**config.mk**
```make
export PLATFORM = sky130hd
export DESIGN_NAME = riscv_instruction_encoder_top_flat
export DESIGN_NICKNAME = d
export VERILOG_FILES = /design/src/hdl/rvenc_pkg.sv /design/src/hdl/rvenc_in_if.sv /design/src/hdl/rvenc_out_if.sv /design/src/hdl/riscv_instruction_encoder_top.sv /design/src/hdl/rvenc_front.sv /design/src/hdl/rvenc_queue.sv /design/src/hdl/rvenc_back.sv /design/src/flat_wrapper.sv
export SDC_FILE = /design/constraint.sdc
export NUM_CORES = 1
export LEC_CHECK = 0
export BUFFER_PORTS_ARGS = -buffer_cell sky130_fd_sc_hd__buf_2
export CORE_UTILIZATION = 45
export DETAILED_ROUTE_END_ITERATION = 7
export PLACE_DENSITY_LB_ADDON = 0.15
export SLEW_MARGIN = 20
export SYNTH_ARGS = -nofsm -noshare
export SYNTH_HDL_FRONTEND = slang
export SYNTH_SLANG_ARGS = --single-unit
export TNS_END_PERCENT = 50
```
**constraint.sdc**
```tcl
create_clock -name clk -period 3.8 [get_ports clk]
set_clock_uncertainty 0.2 [all_clocks]
set_input_delay 0.57 -clock clk [delete_from_list [all_inputs] [get_ports clk]]
set_output_delay 0.57 -clock clk [all_outputs]
set_load 0.02 [all_outputs]
```
**src/hdl/rvenc_pkg.sv**
```systemverilog
package rvenc_pkg;

    localparam int PAD_NOPS_DEFAULT    = 5;
    localparam int QUEUE_DEPTH_DEFAULT = 4;
    localparam int NUM_OPS             = 43;

    localparam logic [31:0] HALT_WORD = 32'h0000000B;

    typedef enum logic [3:0] {
        K_R     = 4'd0,
        K_I     = 4'd1,
        K_SHIFT = 4'd2,
        K_S     = 4'd3,
        K_B     = 4'd4,
        K_J     = 4'd5,
        K_U     = 4'd6,
        K_FIXED = 4'd7,
        K_VMEM  = 4'd8,
        K_NONE  = 4'd9
    } kind_t;

    typedef struct packed {
        kind_t       kind;
        logic [6:0]  opcode;
        logic [2:0]  f3;
        logic [6:0]  f7;
    } op_desc_t;

    typedef struct packed {
        op_desc_t    desc;
        logic [4:0]  r1;
        logic [4:0]  r2;
        logic [4:0]  r3;
        logic [31:0] operand;
    } rvenc_entry_t;

    localparam op_desc_t OP_TABLE [NUM_OPS] = '{
        '{K_R, 7'h33, 3'd0, 7'h00}, '{K_R, 7'h33, 3'd0, 7'h20},
        '{K_R, 7'h33, 3'd2, 7'h00}, '{K_R, 7'h33, 3'd3, 7'h00},
        '{K_R, 7'h33, 3'd7, 7'h00}, '{K_R, 7'h33, 3'd6, 7'h00},
        '{K_R, 7'h33, 3'd4, 7'h00}, '{K_R, 7'h33, 3'd1, 7'h00},
        '{K_R, 7'h33, 3'd5, 7'h00}, '{K_R, 7'h33, 3'd5, 7'h20},
        '{K_I, 7'h13, 3'd0, 7'h00}, '{K_I, 7'h13, 3'd2, 7'h00},
        '{K_I, 7'h13, 3'd3, 7'h00}, '{K_I, 7'h13, 3'd7, 7'h00},
        '{K_I, 7'h13, 3'd6, 7'h00}, '{K_I, 7'h13, 3'd4, 7'h00},
        '{K_SHIFT, 7'h13, 3'd1, 7'h00}, '{K_SHIFT, 7'h13, 3'd5, 7'h00},
        '{K_SHIFT, 7'h13, 3'd5, 7'h20},
        '{K_I, 7'h03, 3'd0, 7'h00}, '{K_I, 7'h03, 3'd4, 7'h00},
        '{K_I, 7'h03, 3'd1, 7'h00}, '{K_I, 7'h03, 3'd5, 7'h00},
        '{K_I, 7'h03, 3'd2, 7'h00},
        '{K_S, 7'h23, 3'd0, 7'h00}, '{K_S, 7'h23, 3'd1, 7'h00},
        '{K_S, 7'h23, 3'd2, 7'h00},
        '{K_B, 7'h63, 3'd0, 7'h00}, '{K_B, 7'h63, 3'd5, 7'h00},
        '{K_B, 7'h63, 3'd7, 7'h00}, '{K_B, 7'h63, 3'd4, 7'h00},
        '{K_B, 7'h63, 3'd6, 7'h00}, '{K_B, 7'h63, 3'd1, 7'h00},
        '{K_J, 7'h6F, 3'd0, 7'h00},
        '{K_I, 7'h67, 3'd0, 7'h00},
        '{K_U, 7'h17, 3'd0, 7'h00},
        '{K_U, 7'h37, 3'd0, 7'h00},
        '{K_FIXED, 7'h0B, 3'd0, 7'h00},
        '{K_R, 7'h33, 3'd0, 7'h01},
        '{K_R, 7'h57, 3'd0, 7'h00}, '{K_R, 7'h57, 3'd4, 7'h00},
        '{K_VMEM, 7'h07, 3'd0, 7'h00}, '{K_VMEM, 7'h27, 3'd0, 7'h00}
    };

    function automatic op_desc_t op_decode(input logic [5:0] cmd);
        op_desc_t d;
        if (cmd < 6'(NUM_OPS))
        begin
            d = OP_TABLE[cmd];
        end
        else
        begin
            d = '{K_NONE, 7'h00, 3'd0, 7'h00};
        end
        return d;
    endfunction

endpackage

```
**src/hdl/rvenc_in_if.sv**
```systemverilog
interface rvenc_in_if;
    logic               valid;
    logic               ready;
    logic [5:0]         cmd;
    logic [4:0]         first_reg;
    logic [4:0]         second_reg;
    logic [4:0]         third_reg;
    logic signed [31:0] imm_value;

    modport source (output valid, output cmd, output first_reg, output second_reg,
                    output third_reg, output imm_value, input ready);
    modport sink (input valid, input cmd, input first_reg, input second_reg,
                  input third_reg, input imm_value, output ready);
endinterface

```
**src/hdl/rvenc_out_if.sv**
```systemverilog
interface rvenc_out_if;
    logic        valid;
    logic        ready;
    logic [31:0] machine_word;
    logic        unimplemented;
    logic        last;

    modport source (output valid, output machine_word, output unimplemented,
                    output last, input ready);
    modport sink (input valid, input machine_word, input unimplemented,
                  input last, output ready);
endinterface

```
**src/hdl/riscv_instruction_encoder_top.sv**
```systemverilog
// RV32IM instruction encoder with a small vector extension.
// The instr channel takes one assembled instruction per transfer: a selector,
// three register numbers and an immediate. The code channel returns machine
// words. An implemented selector gives one transfer with last set; branch and
// JAL targets become offsets from four times the count of implemented items.
// An unimplemented selector gives PAD_NOPS + 2 transfers, all flagged
// unimplemented: a zero word, PAD_NOPS zero padding words and the halt word
// with last set, and it clears the instruction counter.
// An instr transfer is written to the queue and then to the output register.
// The front end accepts one item per cycle while the QUEUE_DEPTH entry queue
// has room; while the receiver is ready, the back end emits one word per cycle
// from its output register, so an unimplemented item takes PAD_NOPS + 2 words.
// When the receiver stalls, the output register holds its word and the queue
// fills; instr.ready drops only when the queue is full.
// Reset empties the queue and the output register and clears the counter.
module riscv_instruction_encoder_top #(
    parameter int PAD_NOPS    = rvenc_pkg::PAD_NOPS_DEFAULT,
    parameter int QUEUE_DEPTH = rvenc_pkg::QUEUE_DEPTH_DEFAULT
) (
    input  logic        clk,
    input  logic        rst_n,
    rvenc_in_if.sink    instr,
    rvenc_out_if.source code
);
    import rvenc_pkg::*;

    logic         push_valid;
    rvenc_entry_t push_entry;
    logic         queue_full;
    logic         head_valid;
    rvenc_entry_t head_entry;
    logic         pop;

    rvenc_front u_front (
        .clk        (clk),
        .rst_n      (rst_n),
        .instr      (instr),
        .queue_full (queue_full),
        .push_valid (push_valid),
        .push_entry (push_entry)
    );

    rvenc_queue #(
        .DEPTH (QUEUE_DEPTH)
    ) u_queue (
        .clk        (clk),
        .rst_n      (rst_n),
        .push_valid (push_valid),
        .push_entry (push_entry),
        .full       (queue_full),
        .head_valid (head_valid),
        .head_entry (head_entry),
        .pop        (pop)
    );

    rvenc_back #(
        .PAD_NOPS (PAD_NOPS)
    ) u_back (
        .clk        (clk),
        .rst_n      (rst_n),
        .head_valid (head_valid),
        .head_entry (head_entry),
        .pop        (pop),
        .code       (code)
    );

endmodule

```
**src/hdl/rvenc_front.sv**
```systemverilog
module rvenc_front (
    input  logic                  clk,
    input  logic                  rst_n,
    rvenc_in_if.sink              instr,
    input  logic                  queue_full,
    output logic                  push_valid,
    output rvenc_pkg::rvenc_entry_t push_entry
);
    import rvenc_pkg::*;

    logic [31:0] count_reg;
    logic [31:0] count_next;
    logic [31:0] offset;
    op_desc_t    desc;
    logic        fire;

    assign instr.ready = !queue_full;
    assign fire        = instr.valid && !queue_full;
    assign desc        = op_decode(instr.cmd);
    assign offset      = instr.imm_value - {count_reg[29:0], 2'b00};

    always_comb
    begin
        push_entry.desc = desc;
        push_entry.r1   = instr.first_reg;
        push_entry.r2   = instr.second_reg;
        push_entry.r3   = instr.third_reg;
        if (desc.kind == K_B || desc.kind == K_J)
        begin
            push_entry.operand = offset;
        end
        else
        begin
            push_entry.operand = instr.imm_value;
        end
    end

    assign push_valid = fire;

    always_comb
    begin
        count_next = count_reg;
        if (fire)
        begin
            if (desc.kind == K_NONE)
            begin
                count_next = '0;
            end
            else
            begin
                count_next = count_reg + 32'd1;
            end
        end
    end

    always_ff @(posedge clk or negedge rst_n)
    begin
        if (!rst_n)
        begin
            count_reg <= '0;
        end
        else
        begin
            count_reg <= count_next;
        end
    end

    a_count_cleared: assert property (@(posedge clk) disable iff (!rst_n)
        (fire && desc.kind == K_NONE) |=> (count_reg == 32'd0))
        else $error("Instruction counter not cleared after an unimplemented item.");

    a_count_step: assert property (@(posedge clk) disable iff (!rst_n)
        (fire && desc.kind != K_NONE) |=> (count_reg == $past(count_reg) + 32'd1))
        else $error("Instruction counter did not advance by one.");

    a_offset_only_pc_rel: assert property (@(posedge clk) disable iff (!rst_n)
        (fire && desc.kind != K_B && desc.kind != K_J)
            |-> (push_entry.operand == instr.imm_value))
        else $error("Immediate altered for a form that is not PC relative.");

endmodule

```
**src/hdl/rvenc_queue.sv**
```systemverilog
module rvenc_queue #(
    parameter int DEPTH = rvenc_pkg::QUEUE_DEPTH_DEFAULT
) (
    input  logic                    clk,
    input  logic                    rst_n,
    input  logic                    push_valid,
    input  rvenc_pkg::rvenc_entry_t push_entry,
    output logic                    full,
    output logic                    head_valid,
    output rvenc_pkg::rvenc_entry_t head_entry,
    input  logic                    pop
);
    import rvenc_pkg::*;

    localparam int PTR_W = (DEPTH > 1) ? $clog2(DEPTH) : 1;
    localparam int CNT_W = $clog2(DEPTH + 1);

    rvenc_entry_t       entries [DEPTH];
    logic [PTR_W-1:0]   wr_ptr_reg;
    logic [PTR_W-1:0]   wr_ptr_next;
    logic [PTR_W-1:0]   rd_ptr_reg;
    logic [PTR_W-1:0]   rd_ptr_next;
    logic [CNT_W-1:0]   count_reg;
    logic [CNT_W-1:0]   count_next;
    logic               do_push;
    logic               do_pop;

    assign full       = (count_reg == CNT_W'(DEPTH));
    assign head_valid = (count_reg != '0);
    assign head_entry = entries[rd_ptr_reg];
    assign do_push    = push_valid && !full;
    assign do_pop     = pop && head_valid;

    always_comb
    begin
        wr_ptr_next = wr_ptr_reg;
        rd_ptr_next = rd_ptr_reg;
        count_next  = count_reg;
        if (do_push)
        begin
            wr_ptr_next = (wr_ptr_reg == PTR_W'(DEPTH - 1)) ? '0 : wr_ptr_reg + 1'b1;
        end
        if (do_pop)
        begin
            rd_ptr_next = (rd_ptr_reg == PTR_W'(DEPTH - 1)) ? '0 : rd_ptr_reg + 1'b1;
        end
        if (do_push && !do_pop)
        begin
            count_next = count_reg + 1'b1;
        end
        else if (do_pop && !do_push)
        begin
            count_next = count_reg - 1'b1;
        end
    end

    always_ff @(posedge clk)
    begin
        if (do_push)
        begin
            entries[wr_ptr_reg] <= push_entry;
        end
    end

    always_ff @(posedge clk or negedge rst_n)
    begin
        if (!rst_n)
        begin
            wr_ptr_reg <= '0;
            rd_ptr_reg <= '0;
            count_reg  <= '0;
        end
        else
        begin
            wr_ptr_reg <= wr_ptr_next;
            rd_ptr_reg <= rd_ptr_next;
            count_reg  <= count_next;
        end
    end

    a_no_overflow: assert property (@(posedge clk) disable iff (!rst_n)
        count_reg <= CNT_W'(DEPTH))
        else $error("Queue holds more entries than its depth.");

    a_pop_nonempty: assert property (@(posedge clk) disable iff (!rst_n)
        pop |-> head_valid)
        else $error("Queue popped while empty.");

    a_count_tracks: assert property (@(posedge clk) disable iff (!rst_n)
        (push_valid && !full && !pop) |=> (count_reg == $past(count_reg) + 1'b1))
        else $error("Queue occupancy did not follow a push.");

endmodule

```
**src/hdl/rvenc_back.sv**
```systemverilog
module rvenc_back #(
    parameter int PAD_NOPS = rvenc_pkg::PAD_NOPS_DEFAULT
) (
    input  logic                    clk,
    input  logic                    rst_n,
    input  logic                    head_valid,
    input  rvenc_pkg::rvenc_entry_t head_entry,
    output logic                    pop,
    rvenc_out_if.source             code
);
    import rvenc_pkg::*;

    localparam int LAST_IDX = PAD_NOPS + 1;
    localparam int SEQ_W    = $clog2(PAD_NOPS + 2);

    logic [SEQ_W-1:0] seq_reg;
    logic [SEQ_W-1:0] seq_next;
    logic             out_valid_reg;
    logic             out_valid_next;
    logic [31:0]      word_reg;
    logic [31:0]      word_next;
    logic             unimpl_reg;
    logic             unimpl_next;
    logic             last_reg;
    logic             last_next;
    logic             slot_free;
    logic             load;
    logic             seq_end;

    function automatic logic [31:0] encode(input rvenc_entry_t e);
        logic [31:0] w;
        logic [31:0] v;
        v = e.operand;
        case (e.desc.kind)
            K_R:     w = {e.desc.f7, e.r3, e.r2, e.desc.f3, e.r1, e.desc.opcode};
            K_I:     w = {v[11:0], e.r2, e.desc.f3, e.r1, e.desc.opcode};
            K_SHIFT: w = {e.desc.f7, v[4:0], e.r2, e.desc.f3, e.r1, e.desc.opcode};
            K_S:     w = {v[11:5], e.r1, e.r2, e.desc.f3, v[4:0], e.desc.opcode};
            K_B:     w = {v[12], v[10:5], e.r2, e.r1, e.desc.f3, v[4:1], v[11],
                          e.desc.opcode};
            K_J:     w = {v[20], v[10:1], v[11], v[19:12], e.r1, e.desc.opcode};
            K_U:     w = {v[19:0], e.r1, e.desc.opcode};
            K_VMEM:  w = {12'd0, e.r2, e.desc.f3, e.r1, e.desc.opcode};
            default: w = HALT_WORD;
        endcase
        return w;
    endfunction

    assign slot_free = !out_valid_reg || code.ready;
    assign load      = head_valid && slot_free;
    assign seq_end   = (seq_reg == SEQ_W'(LAST_IDX));

    always_comb
    begin
        seq_next       = seq_reg;
        out_valid_next = out_valid_reg;
        word_next      = word_reg;
        unimpl_next    = unimpl_reg;
        last_next      = last_reg;
        pop            = 1'b0;
        if (slot_free)
        begin
            out_valid_next = 1'b0;
        end
        if (load)
        begin
            out_valid_next = 1'b1;
            if (head_entry.desc.kind == K_NONE)
            begin
                word_next   = seq_end ? HALT_WORD : 32'd0;
                unimpl_next = 1'b1;
                last_next   = seq_end;
                pop         = seq_end;
                seq_next    = seq_end ? '0 : seq_reg + 1'b1;
            end
            else
            begin
                word_next   = encode(head_entry);
                unimpl_next = 1'b0;
                last_next   = 1'b1;
                pop         = 1'b1;
            end
        end
    end

    always_ff @(posedge clk)
    begin
        word_reg   <= word_next;
        unimpl_reg <= unimpl_next;
        last_reg   <= last_next;
    end

    always_ff @(posedge clk or negedge rst_n)
    begin
        if (!rst_n)
        begin
            seq_reg       <= '0;
            out_valid_reg <= 1'b0;
        end
        else
        begin
            seq_reg       <= seq_next;
            out_valid_reg <= out_valid_next;
        end
    end

    assign code.valid         = out_valid_reg;
    assign code.machine_word  = word_reg;
    assign code.unimplemented = unimpl_reg;
    assign code.last          = last_reg;

    a_seq_bound: assert property (@(posedge clk) disable iff (!rst_n)
        seq_reg <= SEQ_W'(LAST_IDX))
        else $error("Padding sequence counter ran past the halt word.");

    a_halt_on_last: assert property (@(posedge clk) disable iff (!rst_n)
        (out_valid_reg && unimpl_reg && last_reg) |-> (word_reg == HALT_WORD))
        else $error("Final transfer of an unimplemented item is not the halt word.");

    a_impl_single: assert property (@(posedge clk) disable iff (!rst_n)
        (out_valid_reg && !unimpl_reg) |-> (last_reg && seq_reg == '0))
        else $error("Implemented item did not end in a single transfer.");

endmodule
```
**src/flat_wrapper.sv**
```systemverilog
// flat-port wrapper written by rule: the top's interface ports become plain ports
module riscv_instruction_encoder_top_flat import rvenc_pkg::*;
#(
    parameter int PAD_NOPS    = rvenc_pkg::PAD_NOPS_DEFAULT,
    parameter int QUEUE_DEPTH = rvenc_pkg::QUEUE_DEPTH_DEFAULT
)
  (clk, rst_n, instr_valid, instr_cmd, instr_first_reg, instr_second_reg, instr_third_reg, instr_imm_value, instr_ready, code_valid, code_machine_word, code_unimplemented, code_last, code_ready);
  rvenc_in_if instr_i ();
  rvenc_out_if code_i ();
  input  logic clk;
  input  logic rst_n;
  input wire logic [$bits(instr_i.valid)-1:0] instr_valid;
  input wire logic [$bits(instr_i.cmd)-1:0] instr_cmd;
  input wire logic [$bits(instr_i.first_reg)-1:0] instr_first_reg;
  input wire logic [$bits(instr_i.second_reg)-1:0] instr_second_reg;
  input wire logic [$bits(instr_i.third_reg)-1:0] instr_third_reg;
  input wire logic [$bits(instr_i.imm_value)-1:0] instr_imm_value;
  output wire logic [$bits(instr_i.ready)-1:0] instr_ready;
  output wire logic [$bits(code_i.valid)-1:0] code_valid;
  output wire logic [$bits(code_i.machine_word)-1:0] code_machine_word;
  output wire logic [$bits(code_i.unimplemented)-1:0] code_unimplemented;
  output wire logic [$bits(code_i.last)-1:0] code_last;
  input wire logic [$bits(code_i.ready)-1:0] code_ready;
  assign instr_i.valid = instr_valid;
  assign instr_i.cmd = instr_cmd;
  assign instr_i.first_reg = instr_first_reg;
  assign instr_i.second_reg = instr_second_reg;
  assign instr_i.third_reg = instr_third_reg;
  assign instr_i.imm_value = instr_imm_value;
  assign instr_ready = instr_i.ready;
  assign code_valid = code_i.valid;
  assign code_machine_word = code_i.machine_word;
  assign code_unimplemented = code_i.unimplemented;
  assign code_last = code_i.last;
  assign code_i.ready = code_ready;
  riscv_instruction_encoder_top #(.PAD_NOPS(PAD_NOPS), .QUEUE_DEPTH(QUEUE_DEPTH)) u_core (.clk(clk), .rst_n(rst_n), .instr(instr_i), .code(code_i));
endmodule
```
## Yosys cells after proc, flatten, opt, wreduce, memory -nomap -nowiden

Memory sizes are Yosys's and may differ from the RTL's.
Index checks and enable logic that the tools add are counted.

| storage, ports and cells | value |
|---|---|
| word-level logic and storage cells | 73 |
| output and inout bits | 36 |
| ROM bits | 1344 |
| register bits after elaboration | 77 |
| bits of input ports | 57 |
| RAM bits | 272 |
| memories kept | 2 |

Memories:

| memory | words | bits a word | rd ports | clocked after Yosys merged registers in | write ports | RTL line | text |
|---|---|---|---|---|---|---|---|
| (name not given) | 64 | 21 | 1 | 0 | 0 | rvenc_pkg.sv:70 | `d = OP_TABLE[cmd];` |
| u_core.u_queue.entries | 4 | 68 | 1 | 0 | 1 | rvenc_queue.sv:18 | `rvenc_entry_t entries [DEPTH];` |

| cells by class | value |
|---|---|
| order comparisons | 2 |
| $add $sub $neg | 7 |
| reductions and logical operators | 17 |
| multiplexer cells | 20 |
| equal/unequal tests | 15 |
| bitwise logic cells | 1 |

Operator list:

| operator | count |
|---|---|
| 32-bit one-hot mux with 8 select lines | 1 |
| 32-bit two-way mux | 3 |
| 21-bit two-way mux | 3 |
| 32-bit by 1-bit adder with 32-bit output, second input constant | 1 |
| 32-bit subtractor | 1 |
| 4-bit by 3-bit == test with 1-bit output, second input constant | 5 |
| 4-bit == test, second input constant | 3 |
| 3-bit two-way mux | 3 |
| 4-bit by 2-bit == test with 1-bit output, second input constant | 2 |
| 7-bit >= comparator, second input constant | 1 |
| 1-bit two-way mux | 7 |
| 6-bit inverter with 7-bit output | 1 |
| 3-bit by 1-bit adder with 3-bit output, second input constant | 2 |
| 3-bit == test, second input constant | 2 |
| 1-bit logical AND | 6 |
| 6-bit < comparator, second input constant | 1 |
| 2-bit by 1-bit adder with 2-bit output, second input constant | 2 |
| 2-bit == test, second input constant | 2 |
| 4-bit by 1-bit == test with 1-bit output, second input constant | 1 |
| 1-bit logical NOT | 4 |
| 4-bit logical NOT | 1 |
| 2-bit two-way mux | 2 |
| 4-bit two-way mux | 1 |
| 2-bit nonzero test | 2 |
| other kinds (4) | 5 |

## Depth between registers and ports, before layout

Gate-level depths: netlist (run 1).

| depth | value |
|---|---|
| word-level depth | 8 |
| mapped depth | 12 |
| gate-level depth less buffers | 11 |

## Hierarchy

A second synthesis (run 1) with hierarchy kept.

| unflattened totals | value |
|---|---|
| cells, all modules | 1193 |
| area, all modules | 16801.1 um^2 |

Modules (own cells, without submodules):

| module | times used | area each (um^2) | seq. area each (um^2) | cells each |
|---|---|---|---|---|
| rvenc_queue | 1 | 10351.2 | 8343.0 | 393 |
| rvenc_front | 1 | 4252.8 | 750.7 | 588 |
| rvenc_back | 1 | 2197.1 | 1121.1 | 212 |

## Worst setup path before layout (run 1)

Ideal clock, no wire load.

| timing path | value |
|---|---|
| path kind | input-to-reg |
| from | input port code_ready |
| to | register u_core.u_queue.count_reg[1] |
| stages | 7 |
| data required time | 3.475 ns |
| buffers on the path | 0 |
| setup time | 0.125 ns |
| path slack | -0.090 ns |
| arrival | 3.565 ns |
| cell sequence | inv_1 > a21oi_1 > nand2_2 > ha_1 > inv_1 > fa_1 > mux2_2 |

| between the ends | value |
|---|---|
| longest elaborated chain between the ends | 7 |
| elaborated cells between the ends (all ways) | 9 |
| those cells by class | mux (2); reduce/logical (7) |

RTL lines:

| element | RTL line | text |
|---|---|---|
| start, declared | flat_wrapper.sv:23 | `input wire logic [$bits(code_i.ready)-1:0] code_ready;` |
| 1-bit logical OR | rvenc_back.sv:49 | `assign slot_free = !out_valid_reg \|\| code.ready;` |
| 1-bit logical AND | rvenc_back.sv:50 | `assign load = head_valid && slot_free;` |
| net u_core.u_back.load | rvenc_back.sv:27 | `logic load;` |
| 1-bit two-way mux | rvenc_back.sv:65 | `if (load)` |
| 1-bit logical AND | rvenc_queue.sv:32 | `assign do_pop = pop && head_valid;` |
| 1-bit logical NOT | rvenc_queue.sv:47 | `if (do_push && !do_pop)` |
| 1-bit logical AND | rvenc_queue.sv:47 |  |
| 3-bit two-way mux | rvenc_queue.sv:47 |  |
| net u_core.u_queue.count_next[1] | rvenc_queue.sv:24 | `logic [CNT_W-1:0] count_next;` |
| end signal, assigned | rvenc_queue.sv:77 | `count_reg <= count_next;` |
| end, declared | rvenc_queue.sv:23 | `logic [CNT_W-1:0] count_reg;` |

The timed path passes the listed nets, and every way through them passes these cells.
A chain may end at the register's enable or synchronous reset.

## Worst setup path in the final report (run 1)

| timing path | value |
|---|---|
| from | register u_core.u_queue.rd_ptr_reg[1] |
| to | register u_core.u_queue.count_reg[2] |

| between the ends | value |
|---|---|
| longest elaborated chain between the ends | 8 |
| elaborated cells between the ends (all ways) | 10 |
| those cells by class | eq/ne (1); mux (3); reduce/logical (5); memory (1) |

RTL lines:

| element | RTL line | text |
|---|---|---|
| start, declared | rvenc_queue.sv:21 | `logic [PTR_W-1:0] rd_ptr_reg;` |
| start signal, assigned | rvenc_queue.sv:76 | `rd_ptr_reg <= rd_ptr_next;` |
| memory 4 x 68 bit * | n/a |  |
| 4-bit == test * | rvenc_back.sv:68 | `if (head_entry.desc.kind == K_NONE)` |
| 1-bit two-way mux * | rvenc_back.sv:68 |  |
| 1-bit two-way mux * | rvenc_back.sv:65 |  |
| 1-bit logical AND * | rvenc_queue.sv:32 |  |
| 1-bit logical NOT | rvenc_queue.sv:47 |  |
| 1-bit logical AND | rvenc_queue.sv:47 |  |
| 3-bit two-way mux or 2-bit nonzero test (tied branches) | n/a |  |

Mark *: on every way between the ends. The rest lies on a longest branch, timed or not.

==> impl_metrics.tcl, run 1 <==
set metrics [dict create \
    status "completed" \
    multi_input_area_sq_um 4430 \
    critical_path_required_ns 4.06 \
    p_leak_uw 0.00531 \
    min-delay-path-class "input port to register" \
    ys_seq_elements 267 \
    clock_sinks 267 \
    finish.utilization 0.527 \
    maxClockFrequency_mhz 306 \
    cts_max_level 1 \
    insertedDiodeCount 0 \
    synthToLayoutAreaGrowth_pct 15.2 \
    grt_pass1_wl_mm 42.7 \
    die_w_um 170 \
    finalMaxSlewViolations 0 \
    reg2reg_setup_slack_ns 0.53 \
    crit_path_max_fanout 19 \
    grt_pass1_vias 7526 \
    num_io_pins 93 \
    async_reset_ff_frac 0.112 \
    worst-endpoint-arrival_ns 3.52 \
    setup-violations-final 0 \
    p_per_area_nw_per_um2 771 \
    synthMostInstantiatedCell "edfxtp_1" \
    rsz0062_at_grt "no" \
    clock_latency_ns 0.53 \
    endpoint "u_core.u_queue.count_reg[2]$_DFFE_PN0P_" \
    num_vias 7766 \
    yosysTopAreaCellShare 0.562 \
    use_met1 0.283 \
    design_area_sq_um 14600 \
    met2_usage 0.306 \
    drc 0 \
    synth_nets 1011 \
    yosys_warnings 0 \
    period_share 0.859 \
    seq_area_sq_um 7870 \
    crit_start "u_core.u_queue.rd_ptr_reg[1]$_DFFE_PN0P_" \
    antenna_found_initial 1 \
    grt-ovfl-total 0 \
    viasPerCell 5.50 \
    cts-resized-gates 0 \
    dieArea_sq_um 28800 \
    synth_area_leader_cell "edfxtp_1" \
    synth_seq_area_share 0.621 \
    synth_area_sq_um 12700 \
    grt_usage 0.193 \
    gp_congestion 0.904 \
    drt_iter0_markers 598 \
    finalCriticalPeriod_ns 3.27 \
    hpwlAfterDp_mm 18.9 \
    layout.nets 1108 \
    ir_drop_mv 0.422 \
    cts_setup_buffers 0 \
    worst_pin_slew_ns 0.856 \
    synth_enable_flop_cells 237 \
    reg2reg_depth 11 \
    wl_per_cell_um 19.3 \
    yosysUniqueCellTypes 67 \
    fillCellCount 2348 \
    root_buffer "clkbuf_16" \
    r2r-end "u_core.u_queue.count_reg[2]$_DFFE_PN0P_" \
    cts_buffers 29 \
    core-area_sq_um 27700 \
    floorplan.initialDensity 0.457 \
    cts.path.max_buffers 3 \
    drv_cap 0 \
    timing.rr.start "u_core.u_queue.rd_ptr_reg[1]$_DFFE_PN0P_" \
    drtPass1Iterations 6 \
    syn-mean-instance-area_sq_um 13.8 \
    netlist_instances 915 \
    largest_reg_flops 204 \
    synth_flop_cell "edfxtp_1" \
    drt-total-wl_mm 27.3 \
    end_kind "register" \
    busiest_layer "met2" \
    fin_tns_setup_ns 0 \
    drive_gt1_frac 0.221 \
    yosys-top-cells-area "edfxtp_1, mux4_2, dfrtp_1" \
    place_area_sq_um 13600 \
    final_hold_viol_count 0 \
    synth_common_cells "edfxtp_1, nand2_1, nor2_1, o21ai_0, mux4_2" \
    grt_max_degree 52 \
    place.port_buffers 81 \
    num_rows 61 \
    start_kind "register" \
    maxSlewHeadroom 0.428 \
    antenna_left 0 \
    die_y_um 170 \
    cts_tree "yes" \
    critPathKind "register to register" \
    grt_util_met3 0.0280 \
    clk_transition_reported_paths_ns 0.06 \
]
timing repair:
action	CTS	global route
hold endpoints to repair	30	0
hold buffers	1	0
endpoints found under the setup margin	0	0
cells in the final DEF, fill, tap and decap left out, drive strengths merged, types with 7 or more instances in the layout:
master,count
a21oi,45
a31oi,8
and2,13
buf,107
clkbuf,36
clkinv,8
dfrtp,30
edfxtp,237
ha,37
inv,50
mux2i,10
mux4,50
nand2,86
nand2b,13
nand3,16
nand4,8
nor2,58
nor2b,13
nor3,9
o21a,7
o21ai,60
xnor2,25
xor2,7
power breakdown:
| group | switching (uW) | internal (uW) |
|---|---|---|
| clock | 1140 | 1740 |
| combinational | 2430 | 1610 |
| sequential | 255 | 4080 |
| total | 3820 | 7430 |
metrics by stage:
| stage | hold WS, ns | std cells | setup slack, ns | power, uW |
|---|---|---|---|---|
| final | 0.0222 | 1412 | 0.534 | 11300 |
| after global routing | 0.0233 | 1412 | 0.365 | 11900 |
| after CTS | 0.00612 | 1412 | 0.529 | 11400 |
| after detailed placement | 0.285 | 1358 | 0.339 | 8490 |
| after global placement | 0.286 | 1358 | 0.413 | 8460 |
| after floorplan | 0.0744 | 915 | 0.722 | 7220 |
metal layers:
metal | up-vias | routed length [um]
met3 | 47 | 1430
li1 | 3681 | -
met5 | - | 13
met2 | 231 | 12600
met1 | 3805 | 12800
met4 | 2 | 467
final cells by class:
type / count / share of cell area
Clock inverter: 17 / 0.0142
Timing Repair Buffer: 108 / 0.0453
Multi-Input combinational cell: 560 / 0.303
Tap cell: 378 / 0.0324
Sequential cell: 267 / 0.539
Clock buffer: 36 / 0.0536
Inverter: 46 / 0.0118
critical path, cell delays in order, from the launching register on:
cell and delay, ns:
dfrtp_2 0.68, mux4_2 0.40, nand2b_4 0.20, nor3b_4 0.36
o21ai_2 0.16, nand2_2 0.12, ha_1 0.19, inv_1 0.06
fa_1 0.37, xor2_1 0.15, nor2_1 0.11, xor2_1 0.16
worst min-delay path by stage:
stage	depth (start not counted)	start	slack (ns)	to
final	2	code_ready	0.02	u_core.u_back.code.valid$_DFFE_PN0P_
after global routing	1	instr_second_reg[2]	0.02	u_core.u_queue.entries[0][39]$_DFFE_PP_
after CTS	2	code_ready	0.006	u_core.u_back.code.valid$_DFFE_PN0P_
after detailed placement	1	u_core.u_queue.count_reg[2]$_DFFE_PN0P_	0.28	u_core.u_queue.count_reg[2]$_DFFE_PN0P_
after global placement	1	u_core.u_queue.count_reg[2]$_DFFE_PN0P_	0.29	u_core.u_queue.count_reg[2]$_DFFE_PN0P_
after floorplan	0	rst_n	0.07	u_core.u_back.code.valid$_DFFE_PN0P_
cell families (layout without fill, tap and decap cells):
logic type,after synthesis,count (layout),synth area share
AO/OA/AOI/OAI,182,182,0.0913
XOR/XNOR,32,32,0.0221
adder cells (fa/ha/maj),39,39,0.0397
buffers and inverters,88,207,0.0307
flip-flops,267,267,0.621
multiplexers,66,66,0.103
AND/OR/NAND/NOR,241,241,0.0920
Power figures use the tool's default switching activity.
==> run 2, diff against run 1 <==
--- a/config.mk
+++ b/config.mk
@@ -6,6 +6,7 @@
 export NUM_CORES = 1
 export LEC_CHECK = 0
 export BUFFER_PORTS_ARGS = -buffer_cell sky130_fd_sc_hd__buf_2
+export CORE_MARGIN = 8
 export CORE_UTILIZATION = 45
 export DETAILED_ROUTE_END_ITERATION = 7
 export PLACE_DENSITY_LB_ADDON = 0.15
==> run 2 against run 1 <==
Effect of this change:
- first-iteration DRC count rose by 6.5%
- core utilization fell by 0.27 points
- via count fell by 0.39%
- critical path depth did not move
- routed wire length rose by 2.4%
- global-route usage fell by 2.8 points
- clock power barely moved
- worst hold slack got worse by 0.0030 ns
- combinational power barely moved
- sequential power barely moved
- cell count fell by 0.28%
- critical endpoint unchanged
==> impl_metrics.tcl, run 2 (synthesized netlist as in run 1, its figures left out) <==
set metrics [dict create \
    status "completed" \
    r2r-end "u_core.u_queue.count_reg[2]$_DFFE_PN0P_" \
    grt_max_degree 42 \
    p_comb_frac 0.360 \
    die_y_um 184 \
    hold_depth 1 \
    grt_pass1_wl_mm 43.8 \
    multi_input_area_sq_um 4430 \
    worst-endpoint-arrival_ns 3.64 \
    wl_per_cell_um 19.8 \
    critPathKind "register to register" \
    hp-start "instr_first_reg[1]" \
    max_stage_delay_ns 0.66 \
    seq_power_share 0.382 \
    place_area_sq_um 13500 \
    p_switching_uw 3860 \
    grt_usage 0.165 \
    min-delay-path-class "input port to register" \
    cp_cell_sequence "mux4_2 -> nand2b_4 -> nor3b_4 -> o21ai_2 -> nand2_2 -> ha_1 -> inv_1 -> fa_1 -> xor2_1 -> nor2_1 -> xor2_1" \
    root_buffer "clkbuf_16" \
    drt_iter0_markers 637 \
    reg2reg_setup_slack_ns 0.43 \
    viasPerCell 5.49 \
    power_uw 11300 \
    critical_path.top_delay_family "simple AND/OR/NAND/NOR gates" \
    drc 0 \
    cts_buffers 29 \
    antenna_found_initial 0 \
    grt_pass1_vias 7829 \
    die_w_um 184 \
    end_kind "register" \
    cpMostUsedCell "xor2_1" \
    maxClockFrequency_mhz 296 \
    cts_max_level 1 \
    p_int_uw 7410 \
    num_vias 7736 \
    finalMaxSlewViolations 0 \
    floorplan.initialDensity 0.456 \
    drive_gt1_frac 0.217 \
    critical_path_required_ns 4.07 \
    maxSlewHeadroom 0.457 \
    core-area_sq_um 27800 \
    slowest_stage "mux4_2" \
    clk_transition_reported_paths_ns 0.06 \
    finalCriticalPeriod_ns 3.37 \
    antenna_left 0 \
    largest_reg_flops 204 \
    drt-total-wl_mm 27.9 \
    cts-resized-gates 0 \
    ir_drop_mv 0.444 \
    setup-violations-final 0 \
    period_share 0.888 \
    cts_tree "yes" \
    fillCellCount 2402 \
    num_rows 61 \
    dieArea_sq_um 33800 \
    grt-ovfl-total 0 \
    clock_sinks 267 \
    p_clk_frac 0.258 \
    rsz0062_at_grt "no" \
    cts_setup_buffers 0 \
    crit_path_max_fanout 11 \
    crit_start "u_core.u_queue.rd_ptr_reg[0]$_DFFE_PN0P_" \
    final_common_cell "edfxtp_1" \
    cts.path.max_buffers 3 \
    final_cell_mix "edfxtp_1, nand2_1, buf_2" \
    seq_area_sq_um 7870 \
    layout.nets 1103 \
    synthToLayoutAreaGrowth_pct 15.0 \
    timing.rr.start "u_core.u_queue.rd_ptr_reg[0]$_DFFE_PN0P_" \
    p_per_area_nw_per_um2 774 \
    num_io_pins 93 \
    gp_congestion 0.923 \
    drv_cap 0 \
    worst_pin_slew_ns 0.813 \
    cts_hold_buf 3 \
    swShare 0.342 \
    hpwlAfterDp_mm 19.5 \
    clock_latency_ns 0.56 \
    final_hold_viol_count 0 \
    reg2reg_depth 11 \
    place.port_buffers 81 \
    holdPathEnd "u_core.u_queue.entries[2][43]$_DFFE_PP_" \
    insertedDiodeCount 0 \
    drtPass1Iterations 6 \
    design_area_sq_um 14600 \
    p_leak_uw 0.00528 \
    critPathBufInv 1 \
    fin_tns_setup_ns 0 \
    start_kind "register" \
]
[run 2: per-layer routing]
metal | part of all wire | vias up | global-route usage | routed length, um
met3 | 0.052 | 48 | 0.0273 | 1450
met2 | 0.46 | 196 | 0.265 | 12800
met5 | 0 | - | 0 | 0
met1 | 0.46 | 3833 | 0.231 | 13000
met4 | 0.024 | 0 | 0.0442 | 673
li1 | - | 3659 | - | -
[run 2: power groups by stage]
stage	sequential [uW]	clock (uW)	combinational, uW
2_1_floorplan	4550	0	2670
3_3_place_gp	4350	0	4070
3_5_place_dp	4370	0	4070
4_1_cts	4320	2970	4090
5_1_grt	4380	3090	4420
6_report	4310	2910	4060
[run 2: worst register-to-register path, stage by stage, from the launching register on]
cell	delay [ns]
dfrtp_4	0.44
mux4_2	0.66
nand2b_4	0.24
nor3b_4	0.37
o21ai_2	0.18
nand2_2	0.14
ha_1	0.20
inv_1	0.07
fa_1	0.39
xor2_1	0.16
nor2_1	0.11
xor2_1	0.15
[run 2: how the worst max path moves through the flow]
stage / end / slack [ns] / depth (start not counted)
after CTS: u_core.u_queue.count_reg[2]$_DFFE_PN0P_ / 0.41 / 11
after global placement: u_core.u_queue.entries[1][11]$_DFFE_PP_ / 0.41 / 8
final: u_core.u_queue.count_reg[2]$_DFFE_PN0P_ / 0.43 / 11
after global routing: u_core.u_queue.count_reg[2]$_DFFE_PN0P_ / 0.29 / 12
after floorplan: u_core.u_queue.count_reg[1]$_DFFE_PN0P_ / 0.72 / 7
after detailed placement: u_core.u_queue.entries[0][11]$_DFFE_PP_ / 0.37 / 8
[run 2: layout make-up]
| cell class | count | area share |
|---|---|---|
| Clock buffer | 33 | 0.0509 |
| Inverter | 46 | 0.0119 |
| Timing Repair Buffer | 103 | 0.0423 |
| Clock inverter | 21 | 0.0179 |
| Tap cell | 378 | 0.0325 |
| Sequential cell | 267 | 0.541 |
| Multi-Input combinational cell | 560 | 0.304 |
[run 2: metrics by stage]
step / worst slack [ns] / hold WS [ns] / instances / utilization
global route: 0.287 / 0.00105 / 1408 / 0.524
CTS: 0.413 / 0.000227 / 1408 / 0.524
global placement: 0.409 / 0.284 / 1351 / 0.487
detailed placement: 0.366 / 0.293 / 1351 / 0.487
finish: 0.427 / 0.0191 / 1408 / 0.524
floorplan: 0.722 / 0.0744 / 915 / -
